--- src/rtl/point_pair_heading_angle_top_macros.svh ---
// Assertion macros shared by the point-pair heading angle RTL.
`ifndef POINT_PAIR_HEADING_ANGLE_TOP_MACROS_SVH
`define POINT_PAIR_HEADING_ANGLE_TOP_MACROS_SVH

// Check that a condition implies another in the same cycle.
`define PPHA_IMPLIES(lbl, ante, cons) \
    lbl: assert property (@(posedge clk) disable iff (!rst_n) (ante) |-> (cons)) \
        else $error("heading angle check failed");

// Check that a condition implies another in the next cycle.
`define PPHA_IMPLIES_NEXT(lbl, ante, cons) \
    lbl: assert property (@(posedge clk) disable iff (!rst_n) (ante) |=> (cons)) \
        else $error("heading angle check failed");

`endif

--- src/rtl/ppha_pkg.sv ---
// Package: types, constants and arctangent table for the point-pair heading angle block.
package ppha_pkg;

    localparam int COORD_BITS           = 16;
    localparam int ANGLE_ITERATIONS_DEF = 16;
    localparam int TABLE_LEN            = 24;
    localparam int PRE_SHIFT            = 24;
    localparam int DIFF_W               = COORD_BITS + 1;
    localparam int CORDIC_W             = DIFF_W + PRE_SHIFT + 3;
    localparam int Z_W                  = 34;
    localparam int RAD_W                = 16;
    localparam int DEG_W                = 16;
    localparam int RAD_SHIFT            = 17;
    localparam int DEG_SHIFT            = 47;
    localparam int K_W                  = 31;
    localparam int PROD_W               = Z_W + K_W;

    localparam logic signed [Z_W-1:0]    PI_Q30          = 34'sd3373259426;
    localparam logic signed [Z_W-1:0]    HALF_PI_Q30     = 34'sd1686629713;
    localparam logic signed [K_W-1:0]    DEG_PER_RAD_Q24 = 31'sd961263669;
    localparam logic signed [Z_W-1:0]    RAD_ROUND       = Z_W'(1) << (RAD_SHIFT - 1);
    localparam logic signed [PROD_W-1:0] DEG_ROUND       = PROD_W'(1) << (DEG_SHIFT - 1);
    localparam logic signed [RAD_W-1:0]  RAD_MAX         = 16'sd25736;
    localparam logic signed [DEG_W-1:0]  DEG_MAX         = 16'sd23040;

    localparam logic [2:0] MODE_ZERO     = 3'd0;
    localparam logic [2:0] MODE_PI       = 3'd1;
    localparam logic [2:0] MODE_HALF_POS = 3'd2;
    localparam logic [2:0] MODE_HALF_NEG = 3'd3;
    localparam logic [2:0] MODE_CORDIC   = 3'd4;

    localparam logic [31:0] ATAN_TABLE [TABLE_LEN] = '{
        32'h3243F6A8, 32'h1DAC6705, 32'h0FADBAFC, 32'h07F56EA6, 32'h03FEAB76, 32'h01FFD55B,
        32'h00FFFAAA, 32'h007FFF55, 32'h003FFFEA, 32'h001FFFFD, 32'h000FFFFF, 32'h0007FFFF,
        32'h0003FFFF, 32'h0001FFFF, 32'h0000FFFF, 32'h00007FFF, 32'h00003FFF, 32'h00001FFF,
        32'h00000FFF, 32'h000007FF, 32'h000003FF, 32'h000001FF, 32'h000000FF, 32'h0000007F
    };

    typedef struct packed {
        logic signed [COORD_BITS-1:0] from_x;
        logic signed [COORD_BITS-1:0] from_y;
        logic signed [COORD_BITS-1:0] to_x;
        logic signed [COORD_BITS-1:0] to_y;
    } pair_t;

    typedef struct packed {
        logic signed [RAD_W-1:0] angle_radians;
        logic signed [DEG_W-1:0] angle_degrees;
    } heading_t;

    typedef struct packed {
        logic [2:0]                 mode;
        logic                       a_neg;
        logic                       b_neg;
        logic signed [CORDIC_W-1:0] x;
        logic signed [CORDIC_W-1:0] y;
        logic signed [Z_W-1:0]      z;
    } cordic_t;

endpackage

--- src/rtl/ppha_cordic_stage.sv ---
// One registered CORDIC vectoring micro-rotation with valid/ready flow control.
module ppha_cordic_stage
    import ppha_pkg::*;
#(
    parameter int SHIFT = 0
)
(
    input  logic    clk,
    input  logic    rst_n,
    input  logic    src_valid,
    output logic    src_ready,
    input  cordic_t src,
    output logic    dst_valid,
    input  logic    dst_ready,
    output cordic_t dst
);

    logic                       valid_reg;
    cordic_t                    beat_reg;
    cordic_t                    beat_next;
    logic signed [CORDIC_W-1:0] xs;
    logic signed [CORDIC_W-1:0] ys;
    logic signed [Z_W-1:0]      step;

    assign xs   = src.x >>> SHIFT;
    assign ys   = src.y >>> SHIFT;
    assign step = Z_W'(ATAN_TABLE[SHIFT]);

    always_comb
    begin
        beat_next = src;
        if (src.y > 0)
        begin
            beat_next.x = src.x + ys;
            beat_next.y = src.y - xs;
            beat_next.z = src.z + step;
        end
        else
        begin
            beat_next.x = src.x - ys;
            beat_next.y = src.y + xs;
            beat_next.z = src.z - step;
        end
    end

    assign src_ready = !valid_reg || dst_ready;

    always_ff @(posedge clk or negedge rst_n)
    begin
        if (!rst_n)
        begin
            valid_reg <= 1'b0;
        end
        else if (src_ready)
        begin
            valid_reg <= src_valid;
        end
    end

    always_ff @(posedge clk)
    begin
        if (src_ready && src_valid)
        begin
            beat_reg <= beat_next;
        end
    end

    assign dst_valid = valid_reg;
    assign dst       = beat_reg;

endmodule

--- config.mk ---
export PLATFORM = sky130hd
export DESIGN_NAME = ppha_cordic_stage
export DESIGN_NICKNAME = d
export VERILOG_FILES = /design/src/rtl/point_pair_heading_angle_top_macros.svh /design/src/rtl/ppha_pkg.sv /design/src/rtl/ppha_cordic_stage.sv
export SDC_FILE = /design/constraint.sdc
export NUM_CORES = 1
export LEC_CHECK = 0
export ABC_AREA = 1
export BUFFER_PORTS_ARGS = -buffer_cell sky130_fd_sc_hd__buf_2
export CAP_MARGIN = 40
export CORE_MARGIN = 3
export CORE_UTILIZATION = 25
export CTS_BUF_LIST = sky130_fd_sc_hd__clkbuf_8
export DETAILED_ROUTE_END_ITERATION = 16
export MAX_ROUTING_LAYER = met4
export SYNTH_ARGS = -nofsm -noshare
export SYNTH_HDL_FRONTEND = slang
export SYNTH_SLANG_ARGS = --single-unit
--- constraint.sdc ---
create_clock -name clk -period 9.06 [get_ports clk]
set_clock_uncertainty 0.15 [all_clocks]
set_input_delay 2.265 -clock clk [delete_from_list [all_inputs] [get_ports clk]]
set_output_delay 2.265 -clock clk [all_outputs]
set_load 0.01 [all_outputs]
==> flow_summary.toml, run 1 <==
[run_status]
outcome = "completed"

[timing]
hold_violations = 0
fin_tns_setup_ns = 0
setup_viol = 0
count_of_pins_over_their_slew_limit = 0
finalWorstPathRequiredPeriod_ns = 5.98
maxSlewHeadroom_pct = 37.4
worst-slew-pin-transition_ns = 0.930
achievable-frequency_mhz = 167
grt_setup_unrepaired = "false"
final_period_utilization_pct = 66.0

[route]
detail-route-antenna-nets = 0
top_layer = "met4"
wl_met1_um = 30700
first_iter_violations = 1773
drt_pre_antenna_iters = 6
detail_route.vias_per_cell = 4.81
remaining_drc_errors = 0
wl_met2_um = 32700
detailroute.wirelength.met3_um = 4530
routed_wire_length_per_instance_um = 18.5
post_route_wl_um = 70800
detailroute.via_count = 18500

[cts]
cts.reportedPaths.clkPinSlew_ns = 0.09
tritoncts = "built"
cts_post_setup_buffers_inserted = 0
numClockSinks = 127
ctsLongestPathBuffers = 2
clk_latency_ns = 0.57
hold_buffers = 0
clock_tree.htree_level_count = 4
post_cts.resized_instances = 0
cts-buffers-inserted = 17
clock_root_buffer = "sky130_fd_sc_hd__clkbuf_8"

[finish]
final_util_pct = 29.3
drive_above_1_share_pct = 11.2
total_number_of_nets_in_the_final_design = 3262
diodes = 0
flow.area_growth_from_synthesis_pct = 14.6

[pwr]
power_frac_comb_pct = 46.1
leakage_nw = 10.2
max-vdd-ir-drop_uv = 114
power.share.switching_pct = 46.0
clock_power_share_pct = 21.2
total_switching_power_mw = 1.06
pwr_density_cell_nw_per_um2 = 121
pwr-share-seq_pct = 32.7
p_int_mw = 1.25

[worst_setup_path]
critPathTopFamily = "simple AND/OR/NAND/NOR gates"
critPathSlowestCell = "sky130_fd_sc_hd__nor4_1"
reg2reg_slack_ns = 7.05
critical_r2r_launch = "dst_valid"
worst-r2r-cell-count = 2
required_time_reported_for_the_critical_path_endpoint_ns = 9.23
crit_path_max_incr_delay_ns = 0.81
timing.critical_path.from = "src[54]"
path_buf_inv = 3
endpoint = "dst[33]"
timing_worst_setup_path_type = "in2reg"
timing.critical_path.to_type = "register"
cell_mode_on_critical_path = "sky130_fd_sc_hd__nand2_1"
cp-start-kind = "input port"
crit-reg2reg-capture = "dst[50]"
timing.critical_path.cells = "buf_2 > nor4_1 > nand3_1 > nor2_1 > nand2_1 > nand2_4 > clkinv_2 > fa_1 > o21ai_0 > nand2_1 > nand2_1 > nand3_1 > nand2_1 > nand2_1 > nand2_1 > inv_1 > nand2_1 > nand2_1"
crit_path_max_fanout = 43
cp_data_arrival_time_ns = 6.15
total_stage_count_of_the_critical_path = 18

[global_route]
grt_max_degree = 64
grtUsageTotal_pct = 20.4
global_route.overflow_total = 0
wire_length_of_the_first_global_routing_pass_um = 104000
first_global_vias = 17500
grt_antenna_before_repair = 0

[floorplan]
die_h_um = 264
die_area_um2 = 69700
io_pins = 260
initial_utilization_pct = 25.5
core.rowCount = 93
core_area_um2 = 65200
dieWidth_um = 264

[logic_synthesis]
number_of_synthesis_warnings = 0
synth-edff-count = 126
synth_area_um2 = 16600
async_flop_share_pct = 0.787
synthesis.nets = 3038
synthFlopType = "sky130_fd_sc_hd__edfxtp_1"
syn_inst = 2745
syn-mean-instance-area_um2 = 6.06
unique_masters_post_synth = 40
synth_sequential_area_ratio_pct = 22.9
postSynthRegisterBits = 127

[flow_run]
cap_viol_max_count = 0

[hold_path]
hold_class = "reg2reg"
hold_depth = 2

[placement]
place_hpwl_um = 60000
place.gp.congestion = 1.02
port-buffer-count = 259
[cell type report]
type | count | area (um^2)
multi-input cells | 2103 | 10800
clock buffers | 17 | 234
inverters | 455 | 1710
flip-flops and latches | 127 | 3810
clock inverters | 15 | 114
fillers | 7499 | 46100
repair buffers | 265 | 1380
well taps | 855 | 1070
[cells in the final DEF (no fill, tap or decap), types with 5 or more instances in the layout]
| cell type | n |
|---|---|
| sky130_fd_sc_hd__and2_1 | 5 |
| sky130_fd_sc_hd__o21ai_0 | 84 |
| sky130_fd_sc_hd__o21ai_1 | 16 |
| sky130_fd_sc_hd__a21o_1 | 7 |
| sky130_fd_sc_hd__nor2_1 | 238 |
| sky130_fd_sc_hd__nand3_1 | 255 |
| sky130_fd_sc_hd__nand3b_1 | 6 |
| sky130_fd_sc_hd__inv_1 | 453 |
| sky130_fd_sc_hd__a21oi_1 | 160 |
| sky130_fd_sc_hd__clkbuf_8 | 17 |
| sky130_fd_sc_hd__nor4_1 | 8 |
| sky130_fd_sc_hd__o21ai_2 | 5 |
| sky130_fd_sc_hd__o21bai_1 | 29 |
| sky130_fd_sc_hd__xor2_1 | 57 |
| sky130_fd_sc_hd__nor2_2 | 19 |
| sky130_fd_sc_hd__nor3_1 | 20 |
| sky130_fd_sc_hd__buf_2 | 259 |
| sky130_fd_sc_hd__nand2_1 | 976 |
| sky130_fd_sc_hd__clkinvlp_4 | 5 |
| sky130_fd_sc_hd__edfxtp_1 | 126 |
| sky130_fd_sc_hd__ha_1 | 158 |
| sky130_fd_sc_hd__nand4_1 | 25 |
[synthesized netlist by cell type (all sizes together) (8+ instances only)]
cell type	instances	area share [%]
nand2	980	22
inv	455	10
nand3	259	7.9
nor2	257	6.1
a21oi	162	4.9
ha	158	12
edfxtp	126	23
o21ai	105	3.3
buf	58	2.3
xor2	57	3.0
o21bai	29	1.3
nand4	25	0.94
nor3	21	0.66
nor4	8	0.30
[power by group through the flow]
stage               Combinational (mW)  Sequential, mW  Clock (mW)
floorplan                        0.646           0.797           0
global placement                  1.05           0.770           0
detailed placement                1.05           0.770           0
CTS                               1.05           0.757       0.517
global route                      1.18           0.761       0.537
finish                            1.07           0.756       0.489
[worst min-delay path by stage]
stage / end / startpoint / slack (ns)
after floorplan: dst_valid / dst_valid / 0.48
after global routing: dst_valid / dst_valid / 0.50
after CTS: dst_valid / dst_valid / 0.44
after detailed placement: dst_valid / dst_valid / 0.41
final: dst_valid / dst_valid / 0.44
after global placement: dst_valid / dst_valid / 0.41
[worst register-to-register path, cell delays in order (launching register included)]
cell and delay [ns]:
sky130_fd_sc_hd__dfrtp_1 0.43, sky130_fd_sc_hd__a21oi_4 0.33, sky130_fd_sc_hd__buf_4 0.65
[stage by stage]
step                      power (mW)  std cells  cell area, um^2  setup slack (ns)  hold WS [ns]
after detailed placement        1.82       3805            18700              2.58         0.415
after CTS                       2.33       3837            19100              3.21         0.436
after floorplan                 1.44       2745            16600              2.48         0.481
after global placement          1.82       3803            18700              2.61         0.411
final                           2.31       3837            19100              3.08         0.438
after global routing            2.48       3837            19100              2.86         0.499
[sequential cells by signal, indices dropped and copies added, names as in the netlist]
name and count:
dst 126, dst_valid 1
[cells by family after synthesis]
group	count (synthesis)	synth area share (%)
fa+ha+maj	162	12.4
compound gates	310	10.1
buf+inv	515	12.6
simple gates	1570	38.9
xor+xnor	61	3.21
flops	127	22.9
[layer usage]
| metal | track usage (%) | vias up |
|---|---|---|
| li1 | - | 9119 |
| met4 | 8.42 | 0 |
| met2 | 32.7 | 774 |
| met5 | - | - |
| met1 | 25.7 | 8455 |
| met3 | 2.91 | 124 |
No activity file was read; power rests on OpenSTA's default activity.
==> inputs of run 2 (changes only) <==
==> constraint.sdc (replaced) <==
create_clock -name clk -period 5.5 [get_ports clk]
set_clock_uncertainty 0.15 [all_clocks]
set_input_delay 1.375 -clock clk [delete_from_list [all_inputs] [get_ports clk]]
set_output_delay 1.375 -clock clk [all_outputs]
set_load 0.01 [all_outputs]
==> run 2 against run 1 <==
Against the previous run:
- combinational power increased by 64%
- total power is 68% higher
- die area unchanged
- routed wire length down 0.87%
- sequential share of layout area decreased by 0.072 points
- largest cell class unchanged
==> flow_summary.toml, run 2 (synthesized netlist as in run 1, its figures left out) <==
[timing]
setup_viol = 0
final_period_utilization_pct = 82.3
fin_tns_setup_ns = 0
grt_setup_unrepaired = "false"
achievable-frequency_mhz = 221
worst-slew-pin-transition_ns = 0.756
maxSlewHeadroom_pct = 49.6
finalWorstPathRequiredPeriod_ns = 4.53
count_of_pins_over_their_slew_limit = 0
hold_violations = 0

[floorplan]
core.rowCount = 93
die_area_um2 = 69700
initial_utilization_pct = 25.5
io_pins = 260
die_h_um = 264
core_area_um2 = 65200
dieWidth_um = 264

[finish]
final_cell_mix = "sky130_fd_sc_hd__nand2_1, sky130_fd_sc_hd__inv_1, sky130_fd_sc_hd__buf_2"
final_cells = 3844
flow.area_growth_from_synthesis_pct = 15.0
drive_above_1_share_pct = 11.4
largest_reg_flops = 126
final_common_cell = "sky130_fd_sc_hd__nand2_1"
total_number_of_nets_in_the_final_design = 3265
fillCellCount = 7482

[placement]
place_hpwl_um = 58900
place.gp.congestion = 1.02
numPlacedInstances = 3808
port-buffer-count = 259

[route]
drt_pre_antenna_iters = 6
detail_route.vias_per_cell = 4.78
detailroute.via_count = 18400
first_iter_violations = 1586
remaining_drc_errors = 0
detail-route-antenna-nets = 0
routed_wire_length_per_instance_um = 18.3
post_route_wl_um = 70200

[pwr]
pwr_density_cell_nw_per_um2 = 203
leakage_nw = 10.2
max-vdd-ir-drop_uv = 186

[run_status]
outcome = "completed"

[cts]
clock_root_buffer = "sky130_fd_sc_hd__clkbuf_8"
cts_post_setup_buffers_inserted = 0
clk_latency_ns = 0.56
cts.reportedPaths.clkPinSlew_ns = 0.09
cts-buffers-inserted = 17
post_cts.resized_instances = 0
tritoncts = "built"
numClockSinks = 127
hold_buffers = 0
clock_tree.htree_level_count = 4
ctsLongestPathBuffers = 2

[flow_run]
cap_viol_max_count = 0

[worst_setup_path]
cp_data_arrival_time_ns = 4.68
cp-start-kind = "input port"
reg2reg_slack_ns = 3.70
timing.critical_path.to_type = "register"
required_time_reported_for_the_critical_path_endpoint_ns = 5.65
crit_path_max_fanout = 10
critical_r2r_launch = "dst_valid"
worst-r2r-cell-count = 2
timing_worst_setup_path_type = "in2reg"
crit-reg2reg-capture = "dst[50]"

[global_route]
grt_max_degree = 127
first_global_vias = 17500
grt_antenna_before_repair = 6
grtUsageTotal_pct = 20.2
wire_length_of_the_first_global_routing_pass_um = 104000
global_route.overflow_total = 0

[hold_path]
hold_class = "in2async"
[run 2: changes by cell type in the layout (fill, tap and decap cells not counted)]
cell / previous run / this run
sky130_fd_sc_hd__clkdlybuf4s15_2: 0 / 1
sky130_fd_sc_hd__buf_16: 2 / 1
sky130_fd_sc_hd__clkinv_2: 4 / 1
sky130_fd_sc_hd__diode_2: 0 / 4
sky130_fd_sc_hd__buf_12: 0 / 2
sky130_fd_sc_hd__clkinv_4: 2 / 1
sky130_fd_sc_hd__buf_2: 259 / 260
sky130_fd_sc_hd__inv_6: 2 / 5
sky130_fd_sc_hd__clkinv_8: 0 / 1
sky130_fd_sc_hd__inv_8: 2 / 4
sky130_fd_sc_hd__inv_1: 453 / 452
sky130_fd_sc_hd__clkinvlp_4: 5 / 4
[run 2: area by class of cell]
type                            instances  area [um^2]  share of cell area, %
Multi-Input combinational cell       2103        10800                   56.2
Sequential cell                       127         3810                   19.9
Inverter                              455         1710                   8.93
Timing Repair Buffer                  268         1410                   7.37
Tap cell                              855         1070                   5.59
Clock buffer                           17          234                   1.22
Clock inverter                         15          144                  0.752
Antenna cell                            4         10.0                 0.0523
[run 2: worst max-delay path by stage]
stage | to | depth (start not counted) | startpoint
4_1_cts | dst[33] | 19 | src[54]
3_5_place_dp | dst[33] | 19 | src[54]
3_3_place_gp | dst[33] | 18 | src[54]
5_1_grt | dst[33] | 20 | src[54]
2_1_floorplan | dst[33] | 19 | src[54]
6_report | dst[31] | 17 | src[54]
[run 2: stage by stage]
step	setup WS [ns]	instance area [um^2]	power (mW)	utilization (%)	hold slack (ns)
5_1_grt	0.766	19100	4.15	29.4	0.382
3_3_place_gp	0.139	18700	2.99	28.7	0.415
3_5_place_dp	0.428	18800	2.99	28.8	0.439
4_1_cts	1.06	19100	3.90	29.4	0.365
6_report	0.972	19100	3.88	29.4	0.415
2_1_floorplan	1.35	16700	2.37	-	0.521
[run 2: report_power, final]
group          total [mW]  internal (mW)  switching (mW)
Sequential           1.24           1.21          0.0294
Combinational        1.76          0.535            1.22
Clock               0.888          0.333           0.555
Total                3.88           2.08            1.80
[run 2: routing by layer]
layer  vias to the layer above  global-route usage (%)  wire [um]
li1                       9129                       -          -
met1                      8389                    24.9      30000
met2                       722                    32.7      32300
met3                       138                    3.39       5090
met4                         0                    8.34       2790
met5                         -                       -          0
[run 2: critical path: stages]
cell and delay, ns:
sky130_fd_sc_hd__buf_2 0.13, sky130_fd_sc_hd__nor4_1 0.48, sky130_fd_sc_hd__buf_2 0.25, sky130_fd_sc_hd__nand3_1 0.11
sky130_fd_sc_hd__nor2_1 0.19, sky130_fd_sc_hd__nand2_1 0.21, sky130_fd_sc_hd__nand2_4 0.11, sky130_fd_sc_hd__clkinv_2 0.18
sky130_fd_sc_hd__buf_4 0.23, sky130_fd_sc_hd__ha_1 0.35, sky130_fd_sc_hd__a21oi_1 0.25, sky130_fd_sc_hd__o21ai_0 0.13
sky130_fd_sc_hd__nand2_1 0.07, sky130_fd_sc_hd__nand3_1 0.18, sky130_fd_sc_hd__nand2_1 0.13, sky130_fd_sc_hd__o211ai_1 0.13
sky130_fd_sc_hd__xor2_1 0.17
